**src/rtl/core/assert_macros.svh**
```systemverilog
// assertion helpers for the rtl
`ifndef ASSERT_MACROS_SVH
`define ASSERT_MACROS_SVH

`ifndef NO_ASSERTIONS

`define ASSERT_PROP(label, clk, rst_n, prop, msg) \
  label: assert property (@(posedge clk) disable iff (!rst_n) prop) else $error(msg);

`define ASSERT_INV(label, clk, rst_n, expr, msg) \
  `ASSERT_PROP(label, clk, rst_n, (expr), msg)

`else

`define ASSERT_PROP(label, clk, rst_n, prop, msg)

`define ASSERT_INV(label, clk, rst_n, expr, msg)

`endif

`endif

```
**src/rtl/core/olst_pkg.sv**
```systemverilog
package olst_pkg;

  localparam int unsigned CAPACITY_DEF = 8;

  localparam int unsigned KIND_W  = 3;
  localparam int unsigned POS_W   = 3;
  localparam int unsigned DATA_W  = 32;
  localparam int unsigned CNT_W   = 4;

  localparam logic [KIND_W-1:0] KIND_APPEND       = 3'd0;
  localparam logic [KIND_W-1:0] KIND_INSERT       = 3'd1;
  localparam logic [KIND_W-1:0] KIND_REMOVE_AT    = 3'd2;
  localparam logic [KIND_W-1:0] KIND_REMOVE_VALUE = 3'd3;
  localparam logic [KIND_W-1:0] KIND_READ         = 3'd4;

  // slave tdata: position, value, zero pad to whole bytes
  localparam int unsigned IN_TDATA_W  = 40;
  // master tdata: ok, entry_count, removed_count, read_data, zero pad
  localparam int unsigned OUT_TDATA_W = 48;

  typedef struct packed {
    logic                     ok;
    logic [CNT_W-1:0]         entry_count;
    logic [CNT_W-1:0]         removed_count;
    logic signed [DATA_W-1:0] read_data;
  } res_t;

endpackage

```
**src/rtl/core/olst_ram.sv**
```systemverilog
module olst_ram #(
  parameter int unsigned WIDTH = 32,
  parameter int unsigned DEPTH = 8
) (
  input  logic                     clk_i,
  input  logic                     we_i,
  input  logic [$clog2(DEPTH)-1:0] waddr_i,
  input  logic [WIDTH-1:0]         wdata_i,
  input  logic [$clog2(DEPTH)-1:0] raddr_i,
  output logic [WIDTH-1:0]         rdata_o
);

  logic [WIDTH-1:0] mem_q [DEPTH];
  logic [WIDTH-1:0] rdata_q;

  always_ff @(posedge clk_i) begin
    if (we_i) begin
      mem_q[waddr_i] <= wdata_i;
    end
    rdata_q <= mem_q[raddr_i];
  end

  assign rdata_o = rdata_q;

endmodule

```
**src/rtl/core/olst_ctrl.sv**
```systemverilog
module olst_ctrl #(
  parameter int unsigned CAPACITY = olst_pkg::CAPACITY_DEF
) (
  input  logic                               clk_i,
  input  logic                               rst_ni,
  input  logic                               in_valid_i,
  output logic                               in_ready_o,
  input  logic [olst_pkg::KIND_W-1:0]        kind_i,
  input  logic [olst_pkg::POS_W-1:0]         pos_i,
  input  logic [olst_pkg::DATA_W-1:0]        value_i,
  input  logic                               cfg_valid_i,
  input  logic [olst_pkg::DATA_W-1:0]        cfg_data_i,
  output logic                               res_valid_o,
  input  logic                               res_ready_i,
  output olst_pkg::res_t                     res_o,
  output logic                               mem_we_o,
  output logic [$clog2(CAPACITY)-1:0]        mem_waddr_o,
  output logic [olst_pkg::DATA_W-1:0]        mem_wdata_o,
  output logic [$clog2(CAPACITY)-1:0]        mem_raddr_o,
  input  logic [olst_pkg::DATA_W-1:0]        mem_rdata_i
);

  `include "assert_macros.svh"

  localparam int unsigned AW = $clog2(CAPACITY);
  localparam int unsigned CW = $clog2(CAPACITY + 1);
  localparam int unsigned KW = (CW > olst_pkg::POS_W) ? CW : olst_pkg::POS_W;

  localparam logic [2:0] ST_IDLE = 3'd0;
  localparam logic [2:0] ST_RD   = 3'd1;
  localparam logic [2:0] ST_WR   = 3'd2;
  localparam logic [2:0] ST_LAST = 3'd3;
  localparam logic [2:0] ST_RESP = 3'd4;

  logic [2:0]                       state_q, state_d;
  logic [olst_pkg::KIND_W-1:0]      kind_q, kind_d;
  logic [olst_pkg::POS_W-1:0]       pos_q, pos_d;
  logic [olst_pkg::DATA_W-1:0]      val_q, val_d;
  logic [olst_pkg::DATA_W-1:0]      fill_q;
  logic [CW-1:0]                    count_q, count_d;
  logic [CW-1:0]                    idx_q, idx_d;
  logic [CW-1:0]                    kept_q, kept_d;
  logic [CW-1:0]                    removed_q, removed_d;
  logic                             ok_q, ok_d;
  logic [olst_pkg::DATA_W-1:0]      rdata_q, rdata_d;

  logic          in_fire;
  logic          not_full;
  logic [KW-1:0] pos_k, cnt_k;
  logic [CW-1:0] idx_m1, idx_p1;
  logic          mismatch;

  assign in_ready_o = (state_q == ST_IDLE);
  assign in_fire    = in_valid_i && in_ready_o;
  assign not_full   = count_q < CW'(CAPACITY);
  assign pos_k      = KW'(pos_i);
  assign cnt_k      = KW'(count_q);
  assign idx_m1     = idx_q - CW'(1);
  assign idx_p1     = idx_q + CW'(1);
  assign mismatch   = mem_rdata_i != val_q;

  always_comb begin
    unique case (kind_q)
      olst_pkg::KIND_INSERT:    mem_raddr_o = AW'(idx_m1);
      olst_pkg::KIND_REMOVE_AT: mem_raddr_o = AW'(idx_p1);
      default:                  mem_raddr_o = AW'(idx_q);
    endcase
  end

  always_comb begin
    state_d     = state_q;
    kind_d      = kind_q;
    pos_d       = pos_q;
    val_d       = val_q;
    count_d     = count_q;
    idx_d       = idx_q;
    kept_d      = kept_q;
    removed_d   = removed_q;
    ok_d        = ok_q;
    rdata_d     = rdata_q;
    mem_we_o    = 1'b0;
    mem_waddr_o = AW'(idx_q);
    mem_wdata_o = mem_rdata_i;

    unique case (state_q)
      ST_IDLE: begin
        if (in_fire) begin
          kind_d    = kind_i;
          pos_d     = pos_i;
          val_d     = value_i;
          ok_d      = 1'b0;
          removed_d = '0;
          rdata_d   = '0;
          kept_d    = '0;
          state_d   = ST_RESP;
          unique case (kind_i)
            olst_pkg::KIND_APPEND: begin
              if (not_full) begin
                mem_we_o    = 1'b1;
                mem_waddr_o = AW'(count_q);
                mem_wdata_o = value_i;
                count_d     = count_q + CW'(1);
                ok_d        = 1'b1;
              end
            end
            olst_pkg::KIND_INSERT: begin
              if (not_full && pos_k <= cnt_k) begin
                ok_d    = 1'b1;
                idx_d   = count_q;
                state_d = (cnt_k > pos_k) ? ST_RD : ST_LAST;
              end
            end
            olst_pkg::KIND_REMOVE_AT: begin
              if (pos_k < cnt_k) begin
                ok_d      = 1'b1;
                removed_d = CW'(1);
                idx_d     = CW'(pos_i);
                if (pos_k + KW'(1) < cnt_k) begin
                  state_d = ST_RD;
                end else begin
                  count_d = count_q - CW'(1);
                end
              end
            end
            olst_pkg::KIND_REMOVE_VALUE: begin
              ok_d  = 1'b1;
              idx_d = '0;
              if (count_q != '0) begin
                state_d = ST_RD;
              end
            end
            olst_pkg::KIND_READ: begin
              if (pos_k < cnt_k) begin
                ok_d    = 1'b1;
                idx_d   = CW'(pos_i);
                state_d = ST_RD;
              end else begin
                rdata_d = fill_q;
              end
            end
            default: ;
          endcase
        end
      end

      ST_RD: state_d = ST_WR;

      ST_WR: begin
        unique case (kind_q)
          olst_pkg::KIND_INSERT: begin
            // entry below moves up one slot
            mem_we_o = 1'b1;
            idx_d    = idx_m1;
            state_d  = (KW'(idx_m1) > KW'(pos_q)) ? ST_RD : ST_LAST;
          end
          olst_pkg::KIND_REMOVE_AT: begin
            mem_we_o = 1'b1;
            idx_d    = idx_p1;
            if ((idx_p1 + CW'(1)) < count_q) begin
              state_d = ST_RD;
            end else begin
              count_d = count_q - CW'(1);
              state_d = ST_RESP;
            end
          end
          olst_pkg::KIND_REMOVE_VALUE: begin
            // compaction: survivors land at the kept index, never ahead of the scan
            mem_we_o    = mismatch;
            mem_waddr_o = AW'(kept_q);
            kept_d      = kept_q + CW'(mismatch);
            idx_d       = idx_p1;
            if (idx_p1 < count_q) begin
              state_d = ST_RD;
            end else begin
              count_d   = kept_d;
              removed_d = count_q - kept_d;
              state_d   = ST_RESP;
            end
          end
          default: begin
            rdata_d = mem_rdata_i;
            state_d = ST_RESP;
          end
        endcase
      end

      ST_LAST: begin
        mem_we_o    = 1'b1;
        mem_waddr_o = AW'(pos_q);
        mem_wdata_o = val_q;
        count_d     = count_q + CW'(1);
        state_d     = ST_RESP;
      end

      ST_RESP: begin
        if (res_ready_i) begin
          state_d = ST_IDLE;
        end
      end

      default: state_d = ST_IDLE;
    endcase
  end

  always_ff @(posedge clk_i or negedge rst_ni) begin
    if (!rst_ni) begin
      state_q <= ST_IDLE;
      count_q <= '0;
      fill_q  <= '0;
    end else begin
      state_q <= state_d;
      count_q <= count_d;
      if (cfg_valid_i) begin
        fill_q <= cfg_data_i;
      end
    end
  end

  always_ff @(posedge clk_i) begin
    kind_q    <= kind_d;
    pos_q     <= pos_d;
    val_q     <= val_d;
    idx_q     <= idx_d;
    kept_q    <= kept_d;
    removed_q <= removed_d;
    ok_q      <= ok_d;
    rdata_q   <= rdata_d;
  end

  assign res_valid_o         = (state_q == ST_RESP);
  assign res_o.ok            = ok_q;
  assign res_o.entry_count   = olst_pkg::CNT_W'(count_q);
  assign res_o.removed_count = olst_pkg::CNT_W'(removed_q);
  assign res_o.read_data     = rdata_q;

  `ASSERT_INV(a_count_in_range, clk_i, rst_ni, count_q <= CW'(CAPACITY),
    "live count exceeds capacity")
  `ASSERT_PROP(a_rd_then_wr, clk_i, rst_ni, (state_q == ST_RD) |=> (state_q == ST_WR),
    "memory read not followed by its write-back step")
  `ASSERT_PROP(a_kept_behind_scan, clk_i, rst_ni,
    (state_q == ST_WR && kind_q == olst_pkg::KIND_REMOVE_VALUE) |-> (kept_q <= idx_q),
    "compaction write index passed the scan index")
  `ASSERT_PROP(a_accept_leaves_idle, clk_i, rst_ni, in_fire |=> (state_q != ST_IDLE),
    "accepted item did not start an operation")

endmodule

```
**src/rtl/core/ordered_array_list_store_core.sv**
```systemverilog
// Ordered list of up to CAPACITY signed 32-bit words held in one single-port-write,
// registered-read RAM, with the live count in a register. One item is in work at a
// time and gives one result. Append, rejected and unused kinds need no RAM read;
// read takes one; insert shifts entries from the position up, then writes the
// value; remove at position shifts later entries down; remove value scans all live
// entries. Each moved or scanned entry takes a RAM read and a write-back step, as
// the RAM read is registered. A result waits in the output register while the next
// item is accepted. Slots above the count are never read back, so no clearing pass
// runs after reset; reads beyond the count return the current fill value.
module ordered_array_list_store_core #(
  parameter int unsigned CAPACITY = olst_pkg::CAPACITY_DEF
) (
  input  logic                                 clk_i,
  input  logic                                 rst_ni,
  input  logic                                 s_axis_tvalid,
  output logic                                 s_axis_tready,
  // position[2:0], value[34:3], zero pad
  input  logic [olst_pkg::IN_TDATA_W-1:0]      s_axis_tdata,
  // kind[2:0]
  input  logic [olst_pkg::KIND_W-1:0]          s_axis_tuser,
  output logic                                 m_axis_tvalid,
  input  logic                                 m_axis_tready,
  // ok[0], entry_count[4:1], removed_count[8:5], read_data[40:9], zero pad
  output logic [olst_pkg::OUT_TDATA_W-1:0]     m_axis_tdata,
  input  logic                                 cfg_valid_i,
  output logic                                 cfg_ready_o,
  input  logic [olst_pkg::DATA_W-1:0]          cfg_data_i
);

  localparam int unsigned AW = $clog2(CAPACITY);
  localparam int unsigned RES_W = $bits(olst_pkg::res_t);

  logic                          mem_we;
  logic [AW-1:0]                 mem_waddr, mem_raddr;
  logic [olst_pkg::DATA_W-1:0]   mem_wdata, mem_rdata;
  logic                          res_valid, res_ready;
  olst_pkg::res_t                res;
  olst_pkg::res_t                out_q;
  logic                          out_valid_q;

  assign cfg_ready_o = 1'b1;

  olst_ctrl #(
    .CAPACITY(CAPACITY)
  ) u_ctrl (
    .clk_i      (clk_i),
    .rst_ni     (rst_ni),
    .in_valid_i (s_axis_tvalid),
    .in_ready_o (s_axis_tready),
    .kind_i     (s_axis_tuser),
    .pos_i      (s_axis_tdata[olst_pkg::POS_W-1:0]),
    .value_i    (s_axis_tdata[olst_pkg::POS_W +: olst_pkg::DATA_W]),
    .cfg_valid_i(cfg_valid_i),
    .cfg_data_i (cfg_data_i),
    .res_valid_o(res_valid),
    .res_ready_i(res_ready),
    .res_o      (res),
    .mem_we_o   (mem_we),
    .mem_waddr_o(mem_waddr),
    .mem_wdata_o(mem_wdata),
    .mem_raddr_o(mem_raddr),
    .mem_rdata_i(mem_rdata)
  );

  olst_ram #(
    .WIDTH(olst_pkg::DATA_W),
    .DEPTH(CAPACITY)
  ) u_ram (
    .clk_i  (clk_i),
    .we_i   (mem_we),
    .waddr_i(mem_waddr),
    .wdata_i(mem_wdata),
    .raddr_i(mem_raddr),
    .rdata_o(mem_rdata)
  );

  // output register decouples the result from the next item
  assign res_ready = !out_valid_q || m_axis_tready;

  always_ff @(posedge clk_i or negedge rst_ni) begin
    if (!rst_ni) begin
      out_valid_q <= 1'b0;
    end else if (res_valid && res_ready) begin
      out_valid_q <= 1'b1;
    end else if (m_axis_tready) begin
      out_valid_q <= 1'b0;
    end
  end

  always_ff @(posedge clk_i) begin
    if (res_valid && res_ready) begin
      out_q <= res;
    end
  end

  assign m_axis_tvalid = out_valid_q;
  assign m_axis_tdata  = {{(olst_pkg::OUT_TDATA_W - RES_W){1'b0}},
                          out_q.read_data, out_q.removed_count,
                          out_q.entry_count, out_q.ok};

endmodule

```
**config.mk**
```make
export PLATFORM = sky130hd
export DESIGN_NAME = ordered_array_list_store_core
export DESIGN_NICKNAME = d
export VERILOG_FILES = /design/src/rtl/core/olst_pkg.sv /design/src/rtl/core/olst_ram.sv /design/src/rtl/core/olst_ctrl.sv /design/src/rtl/core/ordered_array_list_store_core.sv
export VERILOG_INCLUDE_DIRS = /design/src /design/src/rtl/core
export SDC_FILE = /design/constraint.sdc
export NUM_CORES = 1
export LEC_CHECK = 0
export BUFFER_PORTS_ARGS = -buffer_cell sky130_fd_sc_hd__buf_2
export CORE_MARGIN = 2
export CORE_UTILIZATION = 60
export CTS_CLUSTER_DIAMETER = 30
export DETAILED_ROUTE_END_ITERATION = 8
export HOLD_SLACK_MARGIN = 0.06
export PLACE_DENSITY = 0.79
export SLEW_MARGIN = 10
export SYNTH_ARGS = -nofsm -noshare
export SYNTH_HDL_FRONTEND = slang
export SYNTH_SLANG_ARGS = --single-unit
```
**constraint.sdc**
```tcl
create_clock -name clk_i -period 5.5 [get_ports clk_i]
set_clock_uncertainty 0.1 [all_clocks]
set_input_delay 0.55 -clock clk_i [delete_from_list [all_inputs] [get_ports clk_i]]
set_output_delay 0.55 -clock clk_i [all_outputs]
set_load 0.02 [all_outputs]
```
==> results.tsv <==
metric	value	unit
clk buf depth	3	
CTS Sinks	452	
sequential share of the synthesized area	69.3	%
Tmin final	3.85	ns
Die Height	181	um
ys async rst share	8.85	%
Cells after Synth	1244	
most frequent cells in the layout	edfxtp_1, nand2_1, buf_2, mux2i_1, clkbuf_16	
mapped cell area	0.0188	mm2
Post-DRT Antenna Nets	0	
Initial Utilization	61.3	%
Tot GR Track Use	28.4	%
reg2reg start	u_ctrl.val_q[26]	
total power	13.4	mW
Final Max Slew Viols	0	
die width	181	um
Critical Path Source	u_ctrl.val_q[26]	
Clock power frac	37.5	%
max_cap viols	0	
Synth Warn #	0	
vias	11800	
relative slew slack	25.4	%
status	finished, final reports clean	
post-synth top area cell	edfxtp_1	
number of flops mapped to enable cells by yosys	380	
IO Port Bufs	117	
fmax	260	MHz
Mean Syn Cell Area	15.1	um2
worst min path class	input port to register	
clock buffer count from CTS	82	
final setup fails	0	
Layout Nets	1528	
global-route wire length before repair	69800	um
sw power	4.31	mW
Diodes inserted	0	
Min Hold Slack	0.0787	ns
Setup crit end kind	register	
RSZ-0062 raised after global routing	no	
layout cell share with drive strength beyond 1	24.6	%
P per Cell Area	586	mW/mm2
Root Driver	clkbuf_16	
final hold viol count	0	
crit start category	register	
synth top area cells	edfxtp_1, dfrtp_1, mux2i_1	
vias per cell	6.25	
number of global-route vias before repair	12200	
Row Count	64	
Detailed Place HPWL	25900	um
Reg clk slew, reported paths	0.05	ns
initial DRC count	1395	
largest net degree at the start of global routing	69	
commonest non-fill, non-tap cell in the layout	edfxtp_1	
data required time at the worst endpoint	5.71	ns
# Post-CTS Setup Buffers	0	
Int Pwr	9.06	mW
Seq cells post-synth	452	
CP arrival	4.06	ns
Reg area	0.0131	mm2
FILL cells	1810	
I/O Pins	131	
synthesis-to-finish area growth	21.1	%
sw frac	32.2	%
clock insertion delay at the later pin of the skew report	0.61	ns
worst hold start	m_axis_tready	
initial antenna violation count	0	
Core ar.	0.0307	mm2
gr ovfl total	0	
# DRC	0	
DIE AREA	0.0328	mm2
Comb pwr share	24.3	%
Slew @ Worst Pin	1.12	ns
Synth cell types	71	
leakage	8.58	nW
Tcrit/Tclk final	70.0	%
CTS tree	yes	
router iterations before antenna repair	5	
Main synth FF type	edfxtp_1	
multi-input logic area	0.00540	mm2
DR WL/cell	24.5	um
Setup Total Neg Slack	0	ns
H-tree Lvls	3	
post_cts resized	0	
VDD IR-drop max	0.350	mV
sequential power share	38.2	%
largest fanout on the critical path	3	
Final Wtd Congestion	0.920	
Setup CP Type	register to register	
area share of the largest cell type after synthesis	60.6	%
DRT Wirelength	46200	um
-- flip-flops by register name, indices dropped and copies added, names as in the netlist, 4 cells and up --
register	flops
m_axis_tdata	41
u_ctrl.cnt_k	4
u_ctrl.fill_q	32
u_ctrl.idx_q	4
u_ctrl.kept_q	4
u_ctrl.rdata_q	32
u_ctrl.removed_q	4
u_ctrl.val_q	32
u_ram.mem_q	256
u_ram.rdata_o	32
-- worst paths after layout --
| kind | slack [ns] | end | depth (start not counted) |
|---|---|---|---|
| worst max-delay path | 1.65 | u_ctrl.removed_q[3] | 12 |
| worst min-delay path | 0.08 | m_axis_tvalid | 2 |
| worst max register to register | 1.65 | u_ctrl.removed_q[3] | 12 |
| worst min register to register | 0.31 | m_axis_tdata[40] | 0 |
| max in group asynchronous | 4.11 | u_ctrl.fill_q[9] | 2 |
| min in group asynchronous | 0.57 | u_ctrl.fill_q[1] | 2 |
-- kinds of logic after synthesis --
kind of cell               Yosys count  share of synthesized area [%]
AOI/OAI and AO/OA                  212                           10.1
xor gates and xnor gates            54                           2.59
adders and majority gates           28                           1.90
buffers and inverters               98                           2.68
DFF                                452                           69.3
muxes                              132                           7.23
other                                2                         0.0399
and+or+nand+nor                    266                           6.18
-- synth_stat cells, types with 8 or more instances --
cell type    n
edfxtp_1   380
nand2_1    160
mux2i_1    100
xnor2_1     44
dfrtp_1     40
nor2_1      37
a22oi_1     36
a22o_1      33
a221oi_2    32
a32o_1      32
dfxtp_1     32
mux2_2      32
ha_1        27
buf_2       25
buf_4       24
a21oi_1     22
inv_1       21
clkbuf_1    18
o21ai_0     18
nor3_1      15
nand4_1     11
nand3_1     10
xor2_1       8
-- power groups by stage --
stage	combinational, mW	sequential (mW)	clock, mW
floorplan	2.29	5.02	0
global placement	3.06	5.10	0
detailed placement	3.16	5.14	0
CTS	3.23	5.09	5.05
global route	3.50	5.16	5.22
finish	3.25	5.11	5.01
-- metal layers --
metal / routed length, um / GRT usage, %
met1: 17700 / 36.2
met5: 0 / 0
met2: 22300 / 45.4
met3: 4710 / 8.55
met4: 1560 / 12.5
-- worst max-delay path, cell delays in order, from the launching register on --
cell,delay (ns)
edfxtp_1,0.42
xnor2_1,0.42
nand4_1,0.23
nor4_1,0.70
nand2_1,0.21
ha_1,0.26
ha_1,0.35
inv_1,0.09
ha_1,0.28
a21o_1,0.16
a21oi_1,0.16
xnor2_1,0.13
nor2_1,0.05
-- area by class of cell --
class,count,area share (%)
timing repair buffer,162,4.28
multi-input combinational,700,23.7
inverter,22,0.362
tap,396,2.17
clock buffer,100,9.56
sequential,452,57.2
clock inverter,54,2.72
-- stage by stage --
stage / util, % / setup WS (ns) / cell area (um2) / cells
after CTS: 74.2 / 1.75 / 22800 / 1886
after floorplan: - / 1.03 / 18900 / 1250
after detailed placement: 64.4 / 1.69 / 19800 / 1711
after global placement: 64.4 / 1.67 / 19800 / 1711
after global routing: 74.2 / 1.54 / 22800 / 1886
final: 74.2 / 1.65 / 22800 / 1886
-- timing repair --
item	4_1_cts	5_1_grt
hold buffers	21	0
hold endpoints to repair	42	0
endpoints found under the setup margin	0	0
(Power assumes the default switching activity.)
